File: config.mk
export PLATFORM = sky130hd
export DESIGN_NAME = tick_task_scheduler
export DESIGN_NICKNAME = d
export VERILOG_FILES = /design/src/rtl/tts_pkg.sv /design/src/rtl/tts_due_fifo.sv /design/src/rtl/tick_task_scheduler.sv
export VERILOG_INCLUDE_DIRS = /design/src /design/src/rtl
export SDC_FILE = /design/constraint.sdc
export NUM_CORES = 2
export LEC_CHECK = 0
export ABC_CLOCK_PERIOD_IN_PS = 5100
export BUFFER_PORTS_ARGS = -buffer_cell sky130_fd_sc_hd__buf_4
export CAP_MARGIN = 20
export CORE_MARGIN = 2
export CORE_UTILIZATION = 55
export DETAILED_ROUTE_END_ITERATION = 6
export PLACE_DENSITY = 0.76
export SYNTH_ARGS = -nofsm -noshare
export SYNTH_HDL_FRONTEND = slang
export SYNTH_SLANG_ARGS = --single-unit
export TNS_END_PERCENT = 20
File: constraint.sdc
create_clock -name clock -period 5.1 [get_ports clock]
set_clock_uncertainty 0.05 [all_clocks]
set_input_delay 0.51 -clock clock [delete_from_list [all_inputs] [get_ports clock]]
set_output_delay 0.51 -clock clock [all_outputs]
set_load 0.1 [all_outputs]
File: src/rtl/tick_task_scheduler_assert.svh
// Assertion macros for the tick task scheduler
`ifndef TICK_TASK_SCHEDULER_ASSERT_SVH
`define TICK_TASK_SCHEDULER_ASSERT_SVH

// Property checked at every clock edge outside reset
`define TTS_ASSERT(name, prop) \
   name: assert property (@(posedge clock) disable iff (reset) prop) \
      else $error("tick_task_scheduler assertion failed");

// Same, also checked while reset is high
`define TTS_ASSERT_ANY(name, prop) \
   name: assert property (@(posedge clock) prop) \
      else $error("tick_task_scheduler assertion failed");

`endif

File: src/rtl/tts_pkg.sv
// Shared types and constants of the tick task scheduler
package tts_pkg;
   localparam int TASK_SLOTS = 16;
   localparam int CALL_DEPTH = 16;
   localparam int SLOT_W     = $clog2(TASK_SLOTS);
   localparam int CNT_W      = $clog2(CALL_DEPTH + 1);

   localparam logic [7:0] DONE_REMOVE   = 8'd254;
   localparam logic [7:0] DONE_FINISHED = 8'd255;

   localparam logic [1:0] STATUS_OK    = 2'd0;
   localparam logic [1:0] STATUS_MISS  = 2'd1;
   localparam logic [1:0] STATUS_EMPTY = 2'd2;

   typedef enum logic [2:0] {
      CMD_TICK      = 3'd0,
      CMD_ADD       = 3'd1,
      CMD_REM_SLOT  = 3'd2,
      CMD_SET_STATE = 3'd3,
      CMD_DISPATCH  = 3'd4,
      CMD_CLEAR     = 3'd5,
      CMD_REM_ID    = 3'd6,
      CMD_NOP       = 3'd7
   } tts_cmd_type;

   typedef enum logic [1:0] {
      ST_IDLE,
      ST_WALK,
      ST_DISP,
      ST_RESP
   } tts_state_type;

   typedef struct packed {
      logic push;
      logic pop;
      logic clear;
   } tts_fifo_ctrl_type;
endpackage

File: src/rtl/tts_due_fifo.sv
// Queue of due slot numbers; pushes drop when full, pops shift toward the head
module tts_due_fifo (
   input  logic                       clock,
   input  logic                       reset,
   input  tts_pkg::tts_fifo_ctrl_type ctrl,
   input  logic [tts_pkg::SLOT_W-1:0] push_slot,
   output logic [tts_pkg::SLOT_W-1:0] head_slot,
   output logic [tts_pkg::CNT_W-1:0]  count
);
   import tts_pkg::*;

   localparam int IDX_W = $clog2(CALL_DEPTH);

   logic [SLOT_W-1:0] entry_ff [CALL_DEPTH];
   logic [CNT_W-1:0]  count_ff, count_in;

   always_comb begin
      count_in = count_ff;
      if (ctrl.clear) begin
         count_in = '0;
      end else if (ctrl.push && (int'(count_ff) < CALL_DEPTH)) begin
         count_in = count_ff + 1'b1;
      end else if (ctrl.pop && (count_ff != '0)) begin
         count_in = count_ff - 1'b1;
      end
   end

   always_ff @(posedge clock) begin
      if (reset) begin
         count_ff <= '0;
      end else begin
         count_ff <= count_in;
      end
   end

   always_ff @(posedge clock) begin
      if (!ctrl.clear && ctrl.push && (int'(count_ff) < CALL_DEPTH)) begin
         entry_ff[count_ff[IDX_W-1:0]] <= push_slot;
      end else if (!ctrl.clear && ctrl.pop) begin
         for (int j = 0; j < CALL_DEPTH - 1; j++) begin
            entry_ff[j] <= entry_ff[j + 1];
         end
      end
   end

   assign head_slot = entry_ff[0];
   assign count     = count_ff;
endmodule

File: src/rtl/tick_task_scheduler.sv
// Tick, add and remove id walk the slot table one slot a cycle; tick walks to the last slot,
// add and remove id stop at a hit. Dispatch passes through a dispatch state when the queue
// is not empty. One transaction at a time; the single slot walker sets throughput.
// Reset (synchronous, active high) empties the table and queue, zeroes uptime and sets the
// active state code to 1, all in the reset cycle.
module tick_task_scheduler (
   input  logic        clock,
   input  logic        reset,
   input  logic        csr_wr_en,
   input  logic [7:0]  csr_wr_data,   // active_state_code
   input  logic        req_tvalid,
   output logic        req_tready,
   // command[2:0], task_id[10:3], repeat_mode[11], period[27:12],
   // state_value[35:28], slot[39:36]
   input  logic [39:0] req_tdata,
   output logic        rsp_tvalid,
   input  logic        rsp_tready,
   // status[1:0], slot_out[5:2], task_out[13:6], pending_calls[18:14],
   // uptime[82:19], zero fill[87:83]
   output logic [87:0] rsp_tdata
);
   import tts_pkg::*;

   localparam logic [SLOT_W-1:0] LAST_SLOT = SLOT_W'(TASK_SLOTS - 1);

   tts_state_type state_ff, state_in;

   logic [7:0]  act_ff;
   logic [7:0]  task_ff   [TASK_SLOTS];
   logic [15:0] delay_ff  [TASK_SLOTS];
   logic [15:0] reload_ff [TASK_SLOTS];
   logic [7:0]  sstate_ff [TASK_SLOTS];

   tts_cmd_type       cmd_ff;
   logic [7:0]        id_ff;
   logic              rep_ff;
   logic [15:0]       per_ff;   // period minus one, zero period taken as one
   logic [7:0]        sv_ff;
   logic [SLOT_W-1:0] idx_ff;
   logic [1:0]        status_ff;
   logic [SLOT_W-1:0] slot_o_ff;
   logic [7:0]        task_o_ff;
   logic [63:0]       uptime_ff;

   tts_cmd_type       req_cmd;
   logic [15:0]       req_per;
   logic [3:0]        req_slot;
   logic              req_acc;
   logic              rsp_acc;

   logic [7:0]        cur_task;
   logic [15:0]       cur_delay;
   logic [15:0]       cur_reload;
   logic [7:0]        cur_state;
   logic              walk_hit;
   logic              tick_due;
   logic              rm_en;
   logic [SLOT_W-1:0] rm_pos;

   tts_fifo_ctrl_type fifo_ctrl;
   logic [SLOT_W-1:0] fifo_head;
   logic [CNT_W-1:0]  fifo_count;

   assign req_cmd  = tts_cmd_type'(req_tdata[2:0]);
   assign req_per  = req_tdata[27:12];
   assign req_slot = req_tdata[39:36];
   assign req_acc  = req_tvalid && req_tready;
   assign rsp_acc  = rsp_tvalid && rsp_tready;

   assign cur_task   = task_ff[idx_ff];
   assign cur_delay  = delay_ff[idx_ff];
   assign cur_reload = reload_ff[idx_ff];
   assign cur_state  = sstate_ff[idx_ff];

   // per-slot decision of the walker
   always_comb begin
      walk_hit = 1'b0;
      tick_due = (cur_task != 8'd0) && (cur_state == act_ff) && (cur_delay == 16'd0);
      case (cmd_ff)
         CMD_ADD:    walk_hit = (cur_task == id_ff) || (cur_task == 8'd0);
         CMD_REM_ID: walk_hit = (cur_task == id_ff);
         default:    walk_hit = 1'b0;
      endcase
   end

   always_comb begin
      rm_en  = 1'b0;
      rm_pos = idx_ff;
      if ((state_ff == ST_IDLE) && req_acc && (req_cmd == CMD_REM_SLOT)
          && (int'(req_slot) < TASK_SLOTS)) begin
         rm_en  = 1'b1;
         rm_pos = SLOT_W'(req_slot);
      end else if ((state_ff == ST_WALK) && (cmd_ff == CMD_REM_ID) && walk_hit) begin
         rm_en = 1'b1;
      end else if ((state_ff == ST_DISP) && (cur_state == DONE_REMOVE)) begin
         rm_en = 1'b1;
      end
   end

   always_comb begin
      fifo_ctrl.push  = (state_ff == ST_WALK) && (cmd_ff == CMD_TICK) && tick_due;
      fifo_ctrl.pop   = (state_ff == ST_DISP);
      fifo_ctrl.clear = (state_ff == ST_IDLE) && req_acc && (req_cmd == CMD_CLEAR);
   end

   tts_due_fifo u_due_fifo (
      .clock     (clock),
      .reset     (reset),
      .ctrl      (fifo_ctrl),
      .push_slot (idx_ff),
      .head_slot (fifo_head),
      .count     (fifo_count)
   );

   // next state
   always_comb begin
      state_in = state_ff;
      case (state_ff)
         ST_IDLE: begin
            if (req_acc) begin
               case (req_cmd)
                  CMD_TICK, CMD_ADD, CMD_REM_ID: state_in = ST_WALK;
                  CMD_DISPATCH: state_in = (fifo_count != '0) ? ST_DISP : ST_RESP;
                  default:      state_in = ST_RESP;
               endcase
            end
         end
         ST_WALK: begin
            if (walk_hit || (idx_ff == LAST_SLOT)) begin
               state_in = ST_RESP;
            end
         end
         ST_DISP: state_in = ST_RESP;
         ST_RESP: begin
            if (rsp_tready) begin
               state_in = ST_IDLE;
            end
         end
         default: state_in = ST_IDLE;
      endcase
   end

   // handshake outputs
   always_comb begin
      req_tready = (state_ff == ST_IDLE);
      rsp_tvalid = (state_ff == ST_RESP);
   end

   always_ff @(posedge clock) begin
      if (reset) begin
         state_ff <= ST_IDLE;
      end else begin
         state_ff <= state_in;
      end
   end

   always_ff @(posedge clock) begin
      if (reset) begin
         act_ff <= 8'd1;
      end else if (csr_wr_en) begin
         act_ff <= csr_wr_data;
      end
   end

   always_ff @(posedge clock) begin
      if (reset) begin
         uptime_ff <= '0;
      end else if ((state_ff == ST_WALK) && (cmd_ff == CMD_TICK) && (idx_ff == LAST_SLOT)) begin
         uptime_ff <= uptime_ff + 64'd1;
      end
   end

   // transaction fields and result
   always_ff @(posedge clock) begin
      case (state_ff)
         ST_IDLE: begin
            if (req_acc) begin
               cmd_ff    <= req_cmd;
               id_ff     <= req_tdata[10:3];
               rep_ff    <= req_tdata[11];
               per_ff    <= (req_per == 16'd0) ? 16'd0 : req_per - 16'd1;
               sv_ff     <= req_tdata[35:28];
               idx_ff    <= (req_cmd == CMD_DISPATCH) ? fifo_head : '0;
               slot_o_ff <= '0;
               task_o_ff <= 8'd0;
               if ((req_cmd == CMD_ADD) || (req_cmd == CMD_REM_ID)) begin
                  status_ff <= STATUS_MISS;
               end else if ((req_cmd == CMD_DISPATCH) && (fifo_count == '0)) begin
                  status_ff <= STATUS_EMPTY;
               end else begin
                  status_ff <= STATUS_OK;
               end
            end
         end
         ST_WALK: begin
            if (walk_hit) begin
               status_ff <= STATUS_OK;
               if (cmd_ff == CMD_ADD) begin
                  slot_o_ff <= idx_ff;
               end
            end
            if (idx_ff != LAST_SLOT) begin
               idx_ff <= idx_ff + 1'b1;
            end
         end
         ST_DISP: begin
            slot_o_ff <= idx_ff;
            task_o_ff <= cur_task;
         end
         default: begin
         end
      endcase
   end

   // slot table
   always_ff @(posedge clock) begin
      if (reset) begin
         for (int j = 0; j < TASK_SLOTS; j++) begin
            task_ff[j]   <= 8'd0;
            delay_ff[j]  <= 16'd0;
            reload_ff[j] <= 16'd0;
            sstate_ff[j] <= 8'd1;
         end
      end else if (fifo_ctrl.clear) begin
         for (int j = 0; j < TASK_SLOTS; j++) begin
            task_ff[j]   <= 8'd0;
            delay_ff[j]  <= 16'd0;
            reload_ff[j] <= 16'd0;
            sstate_ff[j] <= act_ff;
         end
      end else if (rm_en) begin
         // compact toward slot 0
         for (int j = 0; j < TASK_SLOTS - 1; j++) begin
            if (j >= int'(rm_pos)) begin
               task_ff[j]   <= task_ff[j + 1];
               delay_ff[j]  <= delay_ff[j + 1];
               reload_ff[j] <= reload_ff[j + 1];
               sstate_ff[j] <= sstate_ff[j + 1];
            end
         end
         task_ff[TASK_SLOTS - 1]   <= 8'd0;
         delay_ff[TASK_SLOTS - 1]  <= 16'd0;
         reload_ff[TASK_SLOTS - 1] <= 16'd0;
         sstate_ff[TASK_SLOTS - 1] <= act_ff;
      end else if ((state_ff == ST_IDLE) && req_acc && (req_cmd == CMD_SET_STATE)
                   && (int'(req_slot) < TASK_SLOTS)) begin
         sstate_ff[SLOT_W'(req_slot)] <= req_tdata[35:28];
      end else if (state_ff == ST_WALK) begin
         if ((cmd_ff == CMD_ADD) && walk_hit) begin
            task_ff[idx_ff]   <= id_ff;
            delay_ff[idx_ff]  <= per_ff;
            reload_ff[idx_ff] <= rep_ff ? per_ff : 16'd0;
            sstate_ff[idx_ff] <= sv_ff;
         end else if ((cmd_ff == CMD_TICK) && (cur_task != 8'd0) && (cur_state == act_ff)) begin
            if (!tick_due) begin
               delay_ff[idx_ff] <= cur_delay - 16'd1;
            end else if (cur_reload == 16'd0) begin
               sstate_ff[idx_ff] <= DONE_FINISHED;
            end else begin
               delay_ff[idx_ff] <= cur_reload;
            end
         end
      end
   end

   assign rsp_tdata = {5'd0, uptime_ff, 5'(fifo_count), task_o_ff, 4'(slot_o_ff), status_ff};

`include "tick_task_scheduler_assert.svh"

   `TTS_ASSERT(a_queue_bound, int'(fifo_count) <= CALL_DEPTH)
   `TTS_ASSERT(a_walk_ends, (state_ff == ST_WALK) && (idx_ff == LAST_SLOT) |=> (state_ff == ST_RESP))
   `TTS_ASSERT(a_uptime_tick, (uptime_ff != $past(uptime_ff)) |-> ($past(cmd_ff) == CMD_TICK))
   `TTS_ASSERT(a_one_side, !(req_tready && rsp_tvalid))
endmodule

==> out/metrics.cfg <==
[placement]
dpl_cell_area_um2=52900
dpl.cell_count=5428
pre_cts_slack_ns=-0.0176
routabilityCongestion=1.02
dp_hpwl_um=108000
portBuffers=137

[drt]
remaining_drc_errors=0
drtAntennaViolNets=0
vias=38133
drt_wl_total_um=157000
via_per_inst=6.75
drt_iter0_drc=5450
wl_per_cell_um=27.8
first_pass_iters=6

[cells_and_area]
fin_area_um2=56700
fillers=6763
fin_nets=4454
layout.area.seq_um2=28300
area_growth_pct=14.4
layout.cells.non_filler=5647
multi_input_area_um2=19600
final_layout_size_suffix_gt1_frac=0.184

[global_routing]
grt_start_max_net_pins=77
grt_pass1_wl_um=235000
met1_usage=0.434
grtUsageTotal=0.335
grtUsageMet3=0.0865
overflow=0
grtUsageMet2=0.526
top_usage_layer=met2
antenna_found_initial=10
grt_pass1_vias=37072

[yosys]
synth-seq-cells=969
async_flop_share=0
seq_area_frac_synth=0.571
syn_avg_cell_area_um2=11.8
synth_cell_types=95
synthCells=4202
syn_area_um2=49500
yosys_warnings=0
synth-edff-count=886
synthFlopType=edfxtp_1

[power_and_ir_drop]
cellLeakagePower_nw=20.3
power_per_cell_area_nw_per_um2=478
ir_worst_vdd_v=0.000548

[sta]
slew_violations=0
report.final.hold_viol_count=0
slew-limit-headroom=0.251
finalWorstSetupSlack_ns=0.0459
tightest_slew_ns=1.11
max_clock_freq_mhz=198
rsz0062_at_grt=yes
finalCritPeriodShare=0.991
min_period_ns=5.05
timing.hold.ws_ns=0.0158
setup_viol=0

[cts]
cts_tree=done
root_buffer=clkbuf_16
clkLatencyLatePin_ns=0.70
path_clk_slew_ns=0.06
cts_setup_buffers=0
clock-sinks=969
cts.htree.levels=3
cts_buffer_depth=3
cts_buffers=100

[critical_path]
crit_type=reg2reg
cp.required_ns=5.44
arrival_ns=5.39
worstSetupStartpointType=flop
crit_fanout=30
crit_path_end_kind=flop

[run]
cap_violations=0

[die]
ioPinCount=143
dieArea_um2=92500
die_x_um=304
num_rows=110
dieHeight_um=304
initial_utilization=0.553
core_area_um2=89600

[worst_hold_path]
worst_hold_path_type=in2reg

[status]
status=completed

[Yosys cell counts, types with 22 or more instances]
cell        n  area share
a21oi_1    88      0.0089
inv_1      31      0.0023
xor2_1     52      0.0092
nor2b_1    25      0.0032
o21ai_1   107       0.011
mux2i_1   167       0.034
mux2_2     30      0.0068
nand2_1   676       0.051
nor2_1    211       0.016
mux4_2    158       0.072
buf_4      37      0.0056
a21o_1     66       0.010
nor4_1     22      0.0028
xnor2_1    36      0.0064
dfxtp_1    83       0.034
edfxtp_1  886        0.54
a22o_1    127       0.022
nand3_1    70      0.0071
o21ai_0   511       0.052
nand2b_1   39      0.0049
and2_1     29      0.0037
buf_2      82      0.0083
clkbuf_1  187       0.014
and3_1     49      0.0062
or3_1      22      0.0028
nand4_1    28      0.0035
a22oi_1    74       0.011
[repair_timing]
action | in CTS | in global routing
pin swaps | 0 | 1
setup endpoints to repair | 23 | 108
hold buffers | 26 | 0
resized for setup | 1 | 17
hold endpoints to repair | 26 | 0
[flip-flops by register name, summed over array words and instances (netlist names), named ones only]
name / count
act_ff: 8
cmd_ff: 3
delay_ff: 256
id_ff: 8
idx_ff: 4
per_ff: 16
reload_ff: 256
rep_ff: 1
slot_o_ff: 4
sstate_ff: 128
state_ff: 2
status_ff: 2
sv_ff: 8
task_ff: 128
task_o_ff: 8
u_due_fifo.count: 5
u_due_fifo.entry_ff: 64
uptime_ff: 64
[cell usage in the layout, fill, tap and decap left out, types with 15 or more instances in the layout]
cell type      instances
nor3_1                20
clkbuf_16            104
nand2b_1              39
a21oi_1               87
nand2_1              676
mux2i_1              167
nor2_1               203
and2_1                28
edfxtp_1             886
or3_1                 22
dfxtp_1               79
bufinv_16             15
or2_2                 16
dlygate4sd3_1         26
mux4_2               158
nor2b_1               22
nor4_1                22
clkbuf_1              18
nand3_1               70
a22o_1               127
buf_4                350
and3_1                45
ha_1                  16
xnor2_1               36
mux2_2                30
xor2_1                52
o21ai_0              507
a21o_1                66
inv_1                 30
o21ai_1              110
clkinv_1              23
a221o_1               21
nand4_1               28
buf_12                40
a22oi_1               74
[worst paths after layout]
kind	from	end	slack [ns]	depth (start not counted)
setup / recovery	flop	sstate_ff[11][0]$_DFFE_PP_	0.05	14
hold / removal	csr_wr_data[6]	act_ff[6]$_SDFFE_PP0P_	0.02	3
setup reg to reg	flop	sstate_ff[11][0]$_DFFE_PP_	0.05	14
hold reg to reg	uptime_ff[63]$_SDFFE_PP0P_	uptime_ff[63]$_SDFFE_PP0P_	0.45	2
[worst max-delay path, cell delays in order, from the launching register on]
cell and delay [ns]:
dfxtp_4 0.60, buf_12 0.30, nor2b_1 0.36, buf_4 0.30
a22oi_1 0.19, a211o_1 0.32, nand4b_1 0.14, and4bb_1 0.24
nand3_1 0.20, buf_4 0.25, nand3_2 0.26, or4b_1 0.63
o32a_1 0.50, nand2_1 0.15, buf_4 0.21
[metrics by stage]
step,setup TNS (ns),total power [mW],utilization
2_1_floorplan,0,16.1,-
3_3_place_gp,0,19.0,0.590
3_5_place_dp,-0.135,19.2,0.590
4_1_cts,0,26.8,0.631
5_1_grt,-0.132,27.9,0.632
6_report,0,27.1,0.632
[area by class of cell]
class,instances,area share
timing repair buffer,418,0.0661
clock inverter,61,0.0123
inverter,33,0.00219
clock buffer,124,0.0476
sequential,969,0.499
antenna,4,0.000177
multi-input combinational,2862,0.346
tap,1176,0.0260
[routing by layer]
layer / part of all wire / vias up
met1: 0.36 / 18725
met4: 0.051 / 10
met3: 0.12 / 508
met2: 0.46 / 2625
met5: 0.0013 / -
li1: - / 16265
[report_power, final]
| part | switching, mW | leakage [nW] | total, mW | internal, mW |
|---|---|---|---|---|
| Combinational | 5.56 | 8.89 | 8.87 | 3.31 |
| Sequential | 0.721 | 9.72 | 10.5 | 9.79 |
| Clock | 3.20 | 1.65 | 7.71 | 4.50 |
| Total | 9.48 | 20.3 | 27.1 | 17.6 |
[kinds of logic after synthesis]
| kind of cell | count (synthesis) | synth area share |
|---|---|---|
| and+or+nand+nor | 1263 | 0.116 |
| xor gates and xnor gates | 88 | 0.0156 |
| DFF | 969 | 0.571 |
| adders and majority gates | 17 | 0.00445 |
| AOI/OAI and AO/OA | 1134 | 0.145 |
| buffers and inverters | 375 | 0.0359 |
| other | 1 | 0.0000757 |
| muxes | 355 | 0.112 |
Power figures use the tool's default switching activity.
